--- src/sv/rtdpt_pkg.sv ---
// ----------------------------------------------------------------------------
// rtdpt_pkg
// Shared widths, constants, codes and item structs of the PT100 RTD
// temperature converter.
// ----------------------------------------------------------------------------
package rtdpt_pkg;

    localparam int RAW_W  = 16;
    localparam int REF_W  = 16;
    localparam int CODE_W = 15;
    localparam int PROD_W = 31;   // code * reference
    localparam int MULT_W = 59;   // product * discriminant slope
    localparam int DISC_W = 60;
    localparam int RAD_W  = 64;
    localparam int ROOT_W = 32;
    localparam int TEMP_W = 21;
    localparam int STAT_W = 2;
    localparam int SLOPE_W = 28;

    // discriminant scaled to integers: DISC_BASE - DISC_SLOPE * p
    localparam logic [SLOPE_W-1:0] DISC_SLOPE = 28'd231000000;
    localparam logic [DISC_W-1:0]  DISC_BASE  = DISC_W'(64'd1758480889 * 64'd3276800);
    localparam logic [ROOT_W-1:0]  A_SCALED   = 32'd1600839680;

    // temperature divisor 473088 = 231 << 11
    localparam int         T_DIV_SHIFT = 11;
    localparam logic [7:0] T_DIV_ODD   = 8'd231;
    localparam int         T_DIV_HALF  = 236544;

    localparam int SQ_STEPS    = 16;   // two root bits per step
    localparam int QUEUE_DEPTH = 4;

    localparam logic [STAT_W-1:0] STAT_OK       = 2'd0;
    localparam logic [STAT_W-1:0] STAT_FAULT    = 2'd1;
    localparam logic [STAT_W-1:0] STAT_REF_ZERO = 2'd2;
    localparam logic [STAT_W-1:0] STAT_RANGE    = 2'd3;

    localparam logic [TEMP_W-1:0] TEMP_MAX = 21'h0FFFFF;
    localparam logic [TEMP_W-1:0] TEMP_MIN = 21'h100000;

    typedef struct packed {
        logic ref_zero;
        logic fault;
        logic disc_neg;
    } rtdpt_flags_t;

    typedef struct packed {
        rtdpt_flags_t            flags;
        logic [RAD_W-1:0]        radicand;
    } rtdpt_job_t;

    typedef struct packed {
        rtdpt_flags_t            flags;
        logic [ROOT_W-1:0]       root;
    } rtdpt_root_t;

    typedef struct packed {
        logic [STAT_W-1:0]       status;
        logic [TEMP_W-1:0]       temperature;
    } rtdpt_res_t;

endpackage

--- src/sv/rtdpt_front.sv ---
// ----------------------------------------------------------------------------
// rtdpt_front
// Input side: holds the reference register, takes readings, classifies
// them and forms the square-root radicand in a three-stage pipeline.
// ----------------------------------------------------------------------------
module rtdpt_front (
    input  logic                        aclk,
    input  logic                        aresetn,
    input  logic                        cfg_we,
    input  logic [rtdpt_pkg::REF_W-1:0] cfg_data,
    input  logic                        s_valid,
    output logic                        s_ready,
    input  logic [rtdpt_pkg::RAW_W-1:0] s_raw,
    output logic                        push_valid,
    input  logic                        push_ready,
    output rtdpt_pkg::rtdpt_job_t       push_job
);
    import rtdpt_pkg::*;

    logic [REF_W-1:0]  ref_reg;
    logic              v1_reg, v2_reg, v3_reg;
    rtdpt_flags_t      f1_reg, f2_reg, f3_reg;
    logic [CODE_W-1:0] code_reg;
    logic [PROD_W-1:0] p_reg;
    logic [MULT_W-1:0] m_reg;
    logic              adv1, adv2, adv3, acc;
    logic [DISC_W-1:0] disc;

    assign adv3    = v3_reg && push_ready;
    assign adv2    = v2_reg && (!v3_reg || adv3);
    assign adv1    = v1_reg && (!v2_reg || adv2);
    assign s_ready = !v1_reg || adv1;
    assign acc     = s_valid && s_ready;

    always_ff @(posedge aclk) begin
        if (!aresetn) begin
            ref_reg <= '0;
            v1_reg  <= 1'b0;
            v2_reg  <= 1'b0;
            v3_reg  <= 1'b0;
        end else begin
            if (cfg_we) begin
                ref_reg <= cfg_data;
            end
            v1_reg <= acc  || (v1_reg && !adv1);
            v2_reg <= adv1 || (v2_reg && !adv2);
            v3_reg <= adv2 || (v3_reg && !adv3);
        end
    end

    always_ff @(posedge aclk) begin
        if (acc) begin
            // a set fault bit reads as a zero code
            code_reg        <= s_raw[0] ? '0 : s_raw[RAW_W-1:1];
            f1_reg.ref_zero <= (ref_reg == '0);
            f1_reg.fault    <= s_raw[0];
            f1_reg.disc_neg <= 1'b0;
        end
        if (adv1) begin
            p_reg  <= {16'b0, code_reg} * {15'b0, ref_reg};
            f2_reg <= f1_reg;
        end
        if (adv2) begin
            m_reg  <= {28'b0, p_reg} * {31'b0, DISC_SLOPE};
            f3_reg <= f2_reg;
        end
    end

    assign disc       = DISC_BASE - {1'b0, m_reg};
    assign push_valid = v3_reg;

    always_comb begin
        push_job.flags.ref_zero = f3_reg.ref_zero;
        push_job.flags.fault    = f3_reg.fault;
        push_job.flags.disc_neg = disc[DISC_W-1];
        // a non-negative discriminant stays below 2^53, times 512
        push_job.radicand       = {2'b00, disc[52:0], 9'b0};
    end

endmodule

--- src/sv/rtdpt_queue.sv ---
// ----------------------------------------------------------------------------
// rtdpt_queue
// Short queue between the classifying front end and the arithmetic back end.
// ----------------------------------------------------------------------------
module rtdpt_queue (
    input  logic                  aclk,
    input  logic                  aresetn,
    input  logic                  push_valid,
    output logic                  push_ready,
    input  rtdpt_pkg::rtdpt_job_t push_job,
    output logic                  pop_valid,
    input  logic                  pop_req,
    output rtdpt_pkg::rtdpt_job_t pop_job
);
    import rtdpt_pkg::*;

    localparam int PTR_W = $clog2(QUEUE_DEPTH);
    localparam int CNT_W = $clog2(QUEUE_DEPTH + 1);

    rtdpt_job_t       mem_reg [QUEUE_DEPTH];
    logic [PTR_W-1:0] wr_ptr_reg, rd_ptr_reg;
    logic [CNT_W-1:0] cnt_reg;
    logic             push, pop;

    assign push_ready = (cnt_reg != CNT_W'(QUEUE_DEPTH));
    assign pop_valid  = (cnt_reg != '0);
    assign push       = push_valid && push_ready;
    assign pop        = pop_req && pop_valid;
    assign pop_job    = mem_reg[rd_ptr_reg];

    always_ff @(posedge aclk) begin
        if (!aresetn) begin
            wr_ptr_reg <= '0;
            rd_ptr_reg <= '0;
            cnt_reg    <= '0;
        end else begin
            if (push) begin
                wr_ptr_reg <= wr_ptr_reg + 1'b1;
            end
            if (pop) begin
                rd_ptr_reg <= rd_ptr_reg + 1'b1;
            end
            if (push && !pop) begin
                cnt_reg <= cnt_reg + 1'b1;
            end else if (pop && !push) begin
                cnt_reg <= cnt_reg - 1'b1;
            end
        end
    end

    always_ff @(posedge aclk) begin
        if (push) begin
            mem_reg[wr_ptr_reg] <= push_job;
        end
    end

    a_cnt_bound: assert property (@(posedge aclk) disable iff (!aresetn)
        cnt_reg <= CNT_W'(QUEUE_DEPTH))
        else $error("queue fill count beyond depth");

    a_pop_nonempty: assert property (@(posedge aclk) disable iff (!aresetn)
        pop_req |-> pop_valid)
        else $error("queue popped while empty");

    a_push_count: assert property (@(posedge aclk) disable iff (!aresetn)
        (push && !pop) |=> cnt_reg == $past(cnt_reg) + 1'b1)
        else $error("queue count missed a push");

endmodule

--- src/sv/rtdpt_sqrt.sv ---
// ----------------------------------------------------------------------------
// rtdpt_sqrt
// Digit-recurrence integer square root of the 64-bit radicand, two root
// bits per cycle, with a hold register for the finished root.
// ----------------------------------------------------------------------------
module rtdpt_sqrt (
    input  logic                   aclk,
    input  logic                   aresetn,
    input  logic                   job_valid,
    output logic                   job_pop,
    input  rtdpt_pkg::rtdpt_job_t  job,
    output logic                   root_valid,
    input  logic                   root_ready,
    output rtdpt_pkg::rtdpt_root_t root_out
);
    import rtdpt_pkg::*;

    localparam int REM_W = ROOT_W + 2;
    localparam int CNT_W = $clog2(SQ_STEPS);

    typedef enum logic [1:0] {SQ_IDLE, SQ_RUN, SQ_DONE} sq_state_t;

    typedef struct packed {
        logic [REM_W-1:0]  rem;
        logic [ROOT_W-1:0] root;
    } sq_acc_t;

    sq_state_t        state_reg;
    logic [CNT_W-1:0] cnt_reg;
    logic [RAD_W-1:0] rad_reg;
    sq_acc_t          acc_reg;
    rtdpt_flags_t     flags_reg;
    sq_acc_t          step1, acc_next;
    logic             load;

    function automatic sq_acc_t sq_step(sq_acc_t a, logic [1:0] pair);
        logic [REM_W+1:0] part;
        logic [REM_W+1:0] trial;
        sq_acc_t          r;
        part  = {a.rem, pair};
        trial = {2'b00, a.root, 2'b01};
        if (part >= trial) begin
            r.rem  = REM_W'(part - trial);
            r.root = {a.root[ROOT_W-2:0], 1'b1};
        end else begin
            r.rem  = part[REM_W-1:0];
            r.root = {a.root[ROOT_W-2:0], 1'b0};
        end
        return r;
    endfunction

    assign step1    = sq_step(acc_reg, rad_reg[RAD_W-1:RAD_W-2]);
    assign acc_next = sq_step(step1, rad_reg[RAD_W-3:RAD_W-4]);

    assign load       = job_valid &&
                        (state_reg == SQ_IDLE || (state_reg == SQ_DONE && root_ready));
    assign job_pop    = load;
    assign root_valid = (state_reg == SQ_DONE);

    always_comb begin
        root_out.flags = flags_reg;
        root_out.root  = acc_reg.root;
    end

    always_ff @(posedge aclk) begin
        if (!aresetn) begin
            state_reg <= SQ_IDLE;
            cnt_reg   <= '0;
        end else begin
            case (state_reg)
                SQ_IDLE: begin
                    if (load) begin
                        state_reg <= SQ_RUN;
                    end
                end
                SQ_RUN: begin
                    acc_reg <= acc_next;
                    rad_reg <= rad_reg << 4;
                    cnt_reg <= cnt_reg + 1'b1;
                    if (cnt_reg == CNT_W'(SQ_STEPS - 1)) begin
                        state_reg <= SQ_DONE;
                    end
                end
                SQ_DONE: begin
                    if (root_ready) begin
                        state_reg <= load ? SQ_RUN : SQ_IDLE;
                    end
                end
                default: begin
                    state_reg <= SQ_IDLE;
                end
            endcase
            if (load) begin
                rad_reg   <= job.radicand;
                acc_reg   <= '0;
                cnt_reg   <= '0;
                flags_reg <= job.flags;
            end
        end
    end

    // the radicand stays below 2^62, so the root fits in 31 bits
    a_root_width: assert property (@(posedge aclk) disable iff (!aresetn)
        root_valid |-> !acc_reg.root[ROOT_W-1])
        else $error("square root wider than expected");

    a_no_pop_busy: assert property (@(posedge aclk) disable iff (!aresetn)
        (state_reg == SQ_RUN) |-> !job_pop)
        else $error("item taken while root in progress");

    a_run_ends: assert property (@(posedge aclk) disable iff (!aresetn)
        (state_reg == SQ_RUN && cnt_reg == CNT_W'(SQ_STEPS - 1)) |=> root_valid)
        else $error("root not finished after last step");

endmodule

--- src/sv/rtdpt_div.sv ---
// ----------------------------------------------------------------------------
// rtdpt_div
// Forms the scaled temperature from the root: rounded division by the
// constant divisor through reciprocal multiplication in the states DV_QHI,
// DV_REM and DV_QLO, then saturation and status.
// ----------------------------------------------------------------------------
module rtdpt_div #(
    parameter int TEMP_FRAC_BITS = 8
) (
    input  logic                   aclk,
    input  logic                   aresetn,
    input  logic                   root_valid,
    output logic                   root_ready,
    input  rtdpt_pkg::rtdpt_root_t root_in,
    output logic                   res_valid,
    input  logic                   res_ready,
    output rtdpt_pkg::rtdpt_res_t  res
);
    import rtdpt_pkg::*;

    localparam int MAG_W = ROOT_W;
    // magnitude splits as qa * 473088 + ra, each part divided by 231 exactly
    localparam int HI_W  = MAG_W - T_DIV_SHIFT;
    localparam int K1    = HI_W + 8;
    localparam int M1_W  = HI_W + 1;
    localparam int QA_W  = HI_W + M1_W - K1;
    localparam int RA_W  = T_DIV_SHIFT + 8;
    localparam int SUM_W = RA_W + TEMP_FRAC_BITS;
    localparam int LO_W  = TEMP_FRAC_BITS + 8;
    localparam int K2    = LO_W + 8;
    localparam int M2_W  = LO_W + 1;
    localparam int QW    = 32;

    localparam longint ODD = longint'(T_DIV_ODD);
    localparam longint M1  = ((longint'(1) <<< K1) + ODD - 1) / ODD;
    localparam longint M2  = ((longint'(1) <<< K2) + ODD - 1) / ODD;

    localparam longint ZREF_MAG = ((longint'(27315) <<< TEMP_FRAC_BITS) + 50) / 100;
    localparam logic [TEMP_W-1:0] ZREF_TEMP =
        (ZREF_MAG > 1048576) ? TEMP_MIN : TEMP_W'(-ZREF_MAG);
    localparam logic [QW-1:0] Q_POS_MAX = QW'(1048575);
    localparam logic [QW-1:0] Q_NEG_MAX = QW'(1048576);

    typedef enum logic [2:0] {DV_IDLE, DV_QHI, DV_REM, DV_QLO, DV_DONE} dv_state_t;

    dv_state_t            state_reg;
    rtdpt_flags_t         flags_reg;
    logic                 neg_reg;
    logic [MAG_W-1:0]     mag_reg;
    logic [QA_W-1:0]      qa_reg;
    logic [LO_W-1:0]      lo_reg;
    logic [QW-1:0]        q_reg;
    logic                 take;
    logic [MAG_W:0]       num;
    logic [HI_W+M1_W-1:0] hi_prod;
    logic [7:0]           odd_low;
    logic [RA_W-1:0]      ra;
    logic [SUM_W-1:0]     lo_sum;
    logic [LO_W+M2_W-1:0] lo_prod;
    logic                 over;
    logic [TEMP_W-1:0]    t_plain;

    assign root_ready = (state_reg == DV_IDLE) || (state_reg == DV_DONE && res_ready);
    assign take       = root_valid && root_ready;
    assign res_valid  = (state_reg == DV_DONE);

    assign num     = {1'b0, A_SCALED} - {1'b0, root_in.root};
    assign hi_prod = {{M1_W{1'b0}}, mag_reg[MAG_W-1:T_DIV_SHIFT]}
                   * {{HI_W{1'b0}}, M1_W'(M1)};
    // ra stays below 2^19, so only the low byte of qa * 231 matters
    assign odd_low = qa_reg[7:0] * T_DIV_ODD;
    assign ra      = mag_reg[RA_W-1:0] - {odd_low, {T_DIV_SHIFT{1'b0}}};
    assign lo_sum  = (SUM_W'(ra) << TEMP_FRAC_BITS) + SUM_W'(T_DIV_HALF);
    assign lo_prod = {{M2_W{1'b0}}, lo_reg} * {{LO_W{1'b0}}, M2_W'(M2)};

    always_ff @(posedge aclk) begin
        if (!aresetn) begin
            state_reg <= DV_IDLE;
        end else begin
            case (state_reg)
                DV_IDLE: begin
                    if (take) begin
                        state_reg <= DV_QHI;
                    end
                end
                DV_QHI: begin
                    qa_reg    <= hi_prod[HI_W+M1_W-1:K1];
                    state_reg <= DV_REM;
                end
                DV_REM: begin
                    lo_reg    <= lo_sum[SUM_W-1:T_DIV_SHIFT];
                    state_reg <= DV_QLO;
                end
                DV_QLO: begin
                    q_reg     <= QW'({qa_reg, {TEMP_FRAC_BITS{1'b0}}})
                               + QW'(lo_prod[LO_W+M2_W-1:K2]);
                    state_reg <= DV_DONE;
                end
                DV_DONE: begin
                    if (res_ready) begin
                        state_reg <= take ? DV_QHI : DV_IDLE;
                    end
                end
                default: begin
                    state_reg <= DV_IDLE;
                end
            endcase
            if (take) begin
                flags_reg <= root_in.flags;
                neg_reg   <= num[MAG_W];
                mag_reg   <= num[MAG_W] ? MAG_W'(-num) : num[MAG_W-1:0];
            end
        end
    end

    assign over    = neg_reg ? (q_reg > Q_NEG_MAX) : (q_reg > Q_POS_MAX);
    assign t_plain = neg_reg ? (~q_reg[TEMP_W-1:0] + 1'b1) : q_reg[TEMP_W-1:0];

    always_comb begin
        if (flags_reg.ref_zero) begin
            res.temperature = ZREF_TEMP;
            res.status      = STAT_REF_ZERO;
        end else if (flags_reg.disc_neg) begin
            res.temperature = TEMP_MAX;
            res.status      = flags_reg.fault ? STAT_FAULT : STAT_RANGE;
        end else begin
            res.temperature = over ? (neg_reg ? TEMP_MIN : TEMP_MAX) : t_plain;
            res.status      = flags_reg.fault ? STAT_FAULT : (over ? STAT_RANGE : STAT_OK);
        end
    end

endmodule

--- src/sv/rtd_pt100_temperature.sv ---
// ----------------------------------------------------------------------------
// rtd_pt100_temperature
// PT100 temperature from an RTD converter reading, inverse Callendar-Van
// Dusen quadratic with an integer square root.
//
// s_tdata carries one 16-bit reading (bits 15..1 ratio code, bit 0 fault).
// m_tdata carries the signed temperature in 1/2^TEMP_FRAC_BITS degC and a
// two-bit status (ok, fault bit, reference zero, out of range).
// cfg_valid/cfg_data write the reference resistor in ohms; cfg_ready is
// always high. Write it only while no item is in flight.
// An accepted input passes the three front stages, the queue, the root unit,
// the divider and the output register before m_tvalid. The root unit sets the
// rate: it loads an item and runs sixteen two-bit steps before the next. The
// divider works on the previous item by reciprocal multiplication.
// Reset clears the reference to zero and empties the pipeline and queue.
// A stalled m_tready holds the result in the output register; the divider,
// root unit, four-item queue and three front stages fill, then s_tready drops.
// ----------------------------------------------------------------------------
module rtd_pt100_temperature #(
    parameter int TEMP_FRAC_BITS = 8
) (
    input  logic        aclk,
    input  logic        aresetn,
    input  logic        cfg_valid,
    output logic        cfg_ready,
    input  logic [15:0] cfg_data,     // ref_resistance
    input  logic        s_tvalid,
    output logic        s_tready,
    input  logic [15:0] s_tdata,      // raw_reading[15:0]
    output logic        m_tvalid,
    input  logic        m_tready,
    output logic [23:0] m_tdata       // temperature[20:0], status[22:21], zero pad
);
    import rtdpt_pkg::*;

    logic        push_valid, push_ready;
    rtdpt_job_t  push_job;
    logic        pop_valid, pop_req;
    rtdpt_job_t  pop_job;
    logic        root_valid, root_ready;
    rtdpt_root_t root;
    logic        res_valid, res_ready;
    rtdpt_res_t  res;
    logic        m_tvalid_reg;
    logic [23:0] m_tdata_reg;

    assign cfg_ready = 1'b1;

    rtdpt_front u_front (
        .aclk       (aclk),
        .aresetn    (aresetn),
        .cfg_we     (cfg_valid),
        .cfg_data   (cfg_data),
        .s_valid    (s_tvalid),
        .s_ready    (s_tready),
        .s_raw      (s_tdata),
        .push_valid (push_valid),
        .push_ready (push_ready),
        .push_job   (push_job)
    );

    rtdpt_queue u_queue (
        .aclk       (aclk),
        .aresetn    (aresetn),
        .push_valid (push_valid),
        .push_ready (push_ready),
        .push_job   (push_job),
        .pop_valid  (pop_valid),
        .pop_req    (pop_req),
        .pop_job    (pop_job)
    );

    rtdpt_sqrt u_sqrt (
        .aclk       (aclk),
        .aresetn    (aresetn),
        .job_valid  (pop_valid),
        .job_pop    (pop_req),
        .job        (pop_job),
        .root_valid (root_valid),
        .root_ready (root_ready),
        .root_out   (root)
    );

    rtdpt_div #(
        .TEMP_FRAC_BITS (TEMP_FRAC_BITS)
    ) u_div (
        .aclk       (aclk),
        .aresetn    (aresetn),
        .root_valid (root_valid),
        .root_ready (root_ready),
        .root_in    (root),
        .res_valid  (res_valid),
        .res_ready  (res_ready),
        .res        (res)
    );

    // output register parts the divider from the receiver
    assign res_ready = !m_tvalid_reg || m_tready;

    always_ff @(posedge aclk) begin
        if (!aresetn) begin
            m_tvalid_reg <= 1'b0;
        end else begin
            m_tvalid_reg <= res_valid || (m_tvalid_reg && !m_tready);
        end
    end

    always_ff @(posedge aclk) begin
        if (res_valid && res_ready) begin
            m_tdata_reg <= {1'b0, res};
        end
    end

    assign m_tvalid = m_tvalid_reg;
    assign m_tdata  = m_tdata_reg;

endmodule
--- config.mk ---
export PLATFORM = sky130hd
export DESIGN_NAME = rtd_pt100_temperature
export DESIGN_NICKNAME = d
export VERILOG_FILES = /design/src/sv/rtdpt_pkg.sv /design/src/sv/rtdpt_front.sv /design/src/sv/rtdpt_queue.sv /design/src/sv/rtdpt_sqrt.sv /design/src/sv/rtdpt_div.sv /design/src/sv/rtd_pt100_temperature.sv
export SDC_FILE = /design/constraint.sdc
export NUM_CORES = 2
export LEC_CHECK = 0
export ABC_AREA = 1
export BUFFER_PORTS_ARGS = -buffer_cell sky130_fd_sc_hd__buf_2
export CORE_MARGIN = 2
export CORE_UTILIZATION = 45
export CTS_CLUSTER_SIZE = 25
export DETAILED_ROUTE_END_ITERATION = 10
export PLACE_DENSITY = 0.71
export SLEW_MARGIN = 20
export SYNTH_ARGS = -nofsm -noshare
export SYNTH_HDL_FRONTEND = slang
export SYNTH_SLANG_ARGS = --single-unit
--- constraint.sdc ---
create_clock -name aclk -period 8.8 [get_ports aclk]
set_input_delay 0.88 -clock aclk [delete_from_list [all_inputs] [get_ports aclk]]
set_output_delay 0.88 -clock aclk [all_outputs]
set_load 0.01 [all_outputs]
# [Word level (Yosys, flattened, before mapping)]
# Memory sizes are Yosys's and may differ from the RTL's. A register that Yosys moved wholly into a read port is not among the register bits.
# Index checks and enable logic that the tools add are counted.
[totals] out_inout_bits=27 mem_bits_ro=0 register_bits=395 n_memories=1 latchBits=0 input_bits=37 ramBits=224 elab_cells=153
[op_classes] magnitude_cmp=4 div=0 shifts=0 reduce_logical=49 n_mux=29 eq_ne=13 n_bitwise=2 mul=5 n_addsub=14
[memory_table] name="u_queue.mem_reg" depth=4 width=56 rd=1 rd_clocked_by_memory_dff=1 write_ports=1 line="rtdpt_queue.sv:20" rtl="rtdpt_job_t mem_reg [QUEUE_DEPTH];"
[op_table] op="$mux W66" n=3
[op_table] op="$mux W64" n=2
[op_table] op="$ge A36 B34 Y1" n=2
[op_table] op="$sub A34 B34 Y34" n=2
[op_table] op="$mux W21" n=3
[op_table] op="$sub A53 B59 Y60 const A" n=1
[op_table] op="$mul A31 B22 Y53 const B" n=1
[op_table] op="$mul A21 B22 Y43 const B" n=1
[op_table] op="$mul A16 B17 Y33 const B" n=1
[op_table] op="$sub A31 B32 Y33 const A" n=1
[op_table] op="$gt A32 B20 Y1 const B" n=1
[op_table] op="$gt A32 B21 Y1 const B" n=1
[op_table] op="$mux W32" n=1
[op_table] op="$neg A32 Y32" n=1
[op_table] op="$mul A15 B16 Y31" n=1
[op_table] op="$add A27 B18 Y27 const B" n=1
[op_table] op="$add A22 B9 Y23" n=1
[op_table] op="$mux W23" n=1
[op_table] op="$add A21 B1 Y21 const B" n=1
[op_table] op="$not A21 Y21" n=1
[op_table] op="$sub A19 B19 Y19" n=1
[op_table] op="$logic_not A16 Y1" n=1
[op_table] op="$mux W2" n=8
[op_table] op="$pmux W3 S5" n=1
[op_table] op="28 further kinds" n=78

# [Depth between registers and ports, before layout]
[logic_depth] depth_word=11 depth_mapped=32 ltp_nobuf=32

# [Cells and area by module]
# Synthesis repeated with hierarchy kept, for this count alone.
[unflattened] cells_unflattened=8355 hier_area_um2=71268.4
[modules_own_cells] mod="rtdpt_front" cells_per_inst=3671 instances=1 area_per_inst_um2=28602.4
[modules_own_cells] mod="rtdpt_div" cells_per_inst=2485 instances=1 area_per_inst_um2=20756.2
[modules_own_cells] mod="rtdpt_sqrt" cells_per_inst=1449 instances=1 area_per_inst_um2=10726.5
[modules_own_cells] mod="rtdpt_queue" cells_per_inst=716 instances=1 area_per_inst_um2=10418.7
[modules_own_cells] mod="rtd_pt100_temperature" cells_per_inst=34 instances=1 area_per_inst_um2=764.5

# [Worst setup path after synthesis]
# No wires, ideal clock.
[synth_timing] kind="input -> register" start="in m_tready" end="reg u_sqrt.acc_reg[32] (netlist name), enable pin" arrival_time_ns=7.000 slack_ns=1.173 t_required_ns=8.173 cell_stages=7 path_buffers=1 setup_time_ns=0.627 cell_sequence="nor2_1 > inv_1 > o21ai_0 > nand2_1 > nand2_1 > clkbuf_1 > a21oi_1"
[synth_between] elab_chain_cells=8
[synth_lines] item="start, declared" line="rtd_pt100_temperature.sv:31" rtl="input logic m_tready,"
[synth_lines] item="$logic_or A1 B1 Y1" line="rtd_pt100_temperature.sv:98" rtl="assign res_ready = !m_tvalid_reg || m_tready;"
[synth_lines] item="$logic_and A1 B1 Y1" line="rtdpt_div.sv:63" rtl="assign root_ready = (state_reg == DV_IDLE) || (state_reg == DV_DONE && res_ready);"
[synth_lines] item="$logic_or A1 B1 Y1" line="rtdpt_div.sv:63"
[synth_lines] item="$logic_and A1 B1 Y1" line="rtdpt_sqrt.sv:56" rtl="(state_reg == SQ_IDLE || (state_reg == SQ_DONE && root_ready));"
[synth_lines] item="$logic_or A1 B1 Y1" line="rtdpt_sqrt.sv:56"
[synth_lines] item="$logic_and A1 B1 Y1" line="rtdpt_sqrt.sv:55" rtl="assign load = job_valid &&"
[synth_lines] item="$reduce_bool A2 Y1 (no line)"
[synth_lines] item="$reduce_and A2 Y1 (no line)"
[synth_lines] item="end signal, assigned" line="rtdpt_sqrt.sv:77" rtl="acc_reg <= acc_next;"
[synth_lines] item="end, declared" line="rtdpt_sqrt.sv:31" rtl="sq_acc_t acc_reg;"
# No other way between the ends.
# A chain may end at the register's enable or synchronous reset.

# [Worst setup path in the final report]
[layout_timing] start="reg u_front.p_reg[25]" end="reg u_front.m_reg[58] (data pin)"
[layout_between] elab_chain_cells=1
[layout_lines] item="start, declared" line="rtdpt_front.sv:24" rtl="logic [PROD_W-1:0] p_reg;"
[layout_lines] item="start signal, assigned" line="rtdpt_front.sv:60" rtl="p_reg <= {16'b0, code_reg} * {15'b0, ref_reg};"
[layout_lines] item="$mul A31 B22 Y53" line="rtdpt_front.sv:64" rtl="m_reg <= {28'b0, p_reg} * {31'b0, DISC_SLOPE};"
[layout_lines] item="end signal, assigned" line="rtdpt_front.sv:64"
[layout_lines] item="end, declared" line="rtdpt_front.sv:25" rtl="logic [MULT_W-1:0] m_reg;"
# No other way between the ends.

==> impl_metrics.ini <==
[clock_tree]
cts_buffers = 67
clock_sink_count = 571
htreeDepth = 3
clk-insertion-delay-late_ns = 0.67
clockBufferDepth = 3
cts_root_buf = clkbuf_16
post_cts_buffers = 0
cts.clk_slew.worst_paths_ns = 0.06
tritoncts = built
cts_hold_buf = 0
ctsResizeCount = 0

[timing]
final-max-slew-violation-count = 0
fin_setup_tns_ns = 0
rsz0062_at_grt = no
whs_ns = 0.428
fin_crit_sh_pct = 83.6
fin_crit_ns = 7.36
skew_ns = 0.0331
timing.final.setup_violations = 0
hold_violations = 0
setup_slack_ns = 1.44
max_freq_mhz = 136
tightestPinTransition_ns = 1.09
max_slew_margin_pct = 26.3

[die]
initial_core_util_pct = 45.3
io_pins = 64
die_h_um = 379
row_count = 137
core_area_um2 = 140000
die_width_um = 379
dieArea_um2 = 144000

[detailed_routing]
drc = 0
first_iter_violations = 2859
via_per_inst = 5.16
first_pass_iters = 6
ant_nets = 0
vias = 46100
wl_per_cell_um = 17.8
wirelength_um = 160000

[outcome]
outcome = finished clean

[logic_synthesis]
ys_seq_area_share_pct = 26.5
synth_edf_count = 533
synthCells = 6990
synth_common_cells = 1,604 x inv_1, 934 x nand2_1, 785 x ha_1
ys_ff_latch = 571
async_flop_share_pct = 0
yosysUniqueCellTypes = 63
syn_area_um2 = 63200
yosysMostFrequentCell = inv_1
synth-main-ff-cell = edfxtp_1
ys_top_cells_by_area = edfxtp_1 25%, fa_1 23%, ha_1 16%, inv_1 9.5%, nand2_1 5.5%
synth_top_area_share_pct = 25.3
avgSynthCellArea_um2 = 9.05
synth_warnings = 0
synthesis.nets = 8531
yosysTopAreaCell = edfxtp_1

[grt]
grt-ovfl-total = 0
track_usage_pct = 22.7
grt_start_max_net_pins = 84
grt_pass1_wl_um = 257000
grt_antenna_before_repair = 2
grt_pass1_vias = 47500

[worst_hold_path]
worstHoldPathType = flop to flop

[worst_setup_path]
slowest_delay_ns = 0.65
crit_type = flop to flop
worstPathArrival_ns = 7.76
path_cells = inv_1, fa_1, inv_1, fa_1, inv_1, fa_1, inv_1, fa_1, fa_1, fa_1, inv_1, fa_1, inv_1, ha_1, nand2_1, inv_1, nand2_1, nor3_1, nand3_1, o21ai_0, a21oi_1, o21ai_0, xor2_1
cp-start-kind = flop
cp_max_fo = 6
worstSetupEndpointType = flop
slowest_stage = edfxtp_1
required_ns = 9.19

[final_layout]
antennaDiodeCount = 0
largest_register_ffs = 200
layout-drive-gt1-share_pct = 3.76
final_core_util_pct = 48.6
area_growth_pct = 7.29
nets = 8557

[placed_design]
hpwl_um = 131000
gp_congestion = 0.977
place_ws_ns = 1.49
portBuffers = 61

[flow_run]
max_cap_violations = 0
==> stage by stage <==
| stage | cell area (µm²) | instances |
|---|---|---|
| after global routing | 67800 | 8942 |
| final | 67800 | 8942 |
| after CTS | 67800 | 8942 |
| after global placement | 65600 | 8823 |
| after detailed placement | 65600 | 8823 |
| after floorplan | 63200 | 6990 |
==> critical path, delay by kind of cell, from the launching register on <==
family                   cells  cell delay (ns)
adder cells (fa/ha/maj)      8             4.01
AO/OA/AOI/OAI                3             1.16
flip-flops                   1             0.65
buffers and inverters        7             0.61
AND/OR/NAND/NOR              4             0.55
XOR/XNOR                     1             0.09
==> worst paths after layout <==
path | cells past startpoint | from | slack [ns] | to
worst max-delay path | 23 | u_front.p_reg[25]$_DFFE_PP_ | 1.44 | u_front.m_reg[58]$_DFFE_PP_
worst max register to register | 23 | u_front.p_reg[25]$_DFFE_PP_ | 1.44 | u_front.m_reg[58]$_DFFE_PP_
worst min-delay path | 0 | u_front.f2_reg[1]$_DFFE_PP_ | 0.43 | u_front.push_job[65]$_DFFE_PP_
worst min register to register | 0 | u_front.f2_reg[1]$_DFFE_PP_ | 0.43 | u_front.push_job[65]$_DFFE_PP_
==> cells by family after synthesis <==
kind of cell	Yosys count	share of synthesized area, %
AND/OR/NAND/NOR	2005	13.0
buffers and inverters	1755	10.5
adder cells (fa/ha/maj)	1504	38.3
AO/OA/AOI/OAI	836	7.27
flip-flops	571	26.5
XOR/XNOR	317	4.40
other	2	0.0119
==> area by class of cell <==
cell class              count  area [µm²]
fillers                 13000       71700
clock buffers              82        1780
clock inverters            37         415
well taps                1876        2350
inverters                1614        6060
multi-input cells        4664       39900
flip-flops and latches    571       16800
repair buffers             98         583
==> placed cells by master, fill, tap and decap left out, types with 67 or more instances in the layout <==
| master | Yosys | routed |
|---|---|---|
| nor2_1 | 709 | 702 |
| o21ai_0 | 333 | 333 |
| fa_1 | 719 | 719 |
| ha_1 | 785 | 785 |
| nor3_1 | 67 | 67 |
| xnor2_1 | 101 | 101 |
| inv_1 | 1604 | 1603 |
| edfxtp_1 | 533 | 533 |
| nand3_1 | 159 | 159 |
| xor2_1 | 215 | 215 |
| a31oi_1 | 71 | 71 |
| clkbuf_16 | 0 | 69 |
| nand2_1 | 934 | 934 |
| a21oi_1 | 308 | 307 |
==> metal layers <==
| metal | vias to the layer above | wire, µm | global-route usage, % |
|---|---|---|---|
| met5 | - | 0 | 0 |
| met4 | 0 | 6530 | 8.75 |
| met3 | 321 | 7990 | 2.70 |
| met2 | 1267 | 78500 | 39.6 |
| met1 | 22400 | 66500 | 28.8 |
| li1 | 22100 | - | - |
Power is left out: the tool's default activity adds up to more than one toggle a clock period on the data nets, which glitch-free logic cannot reach.
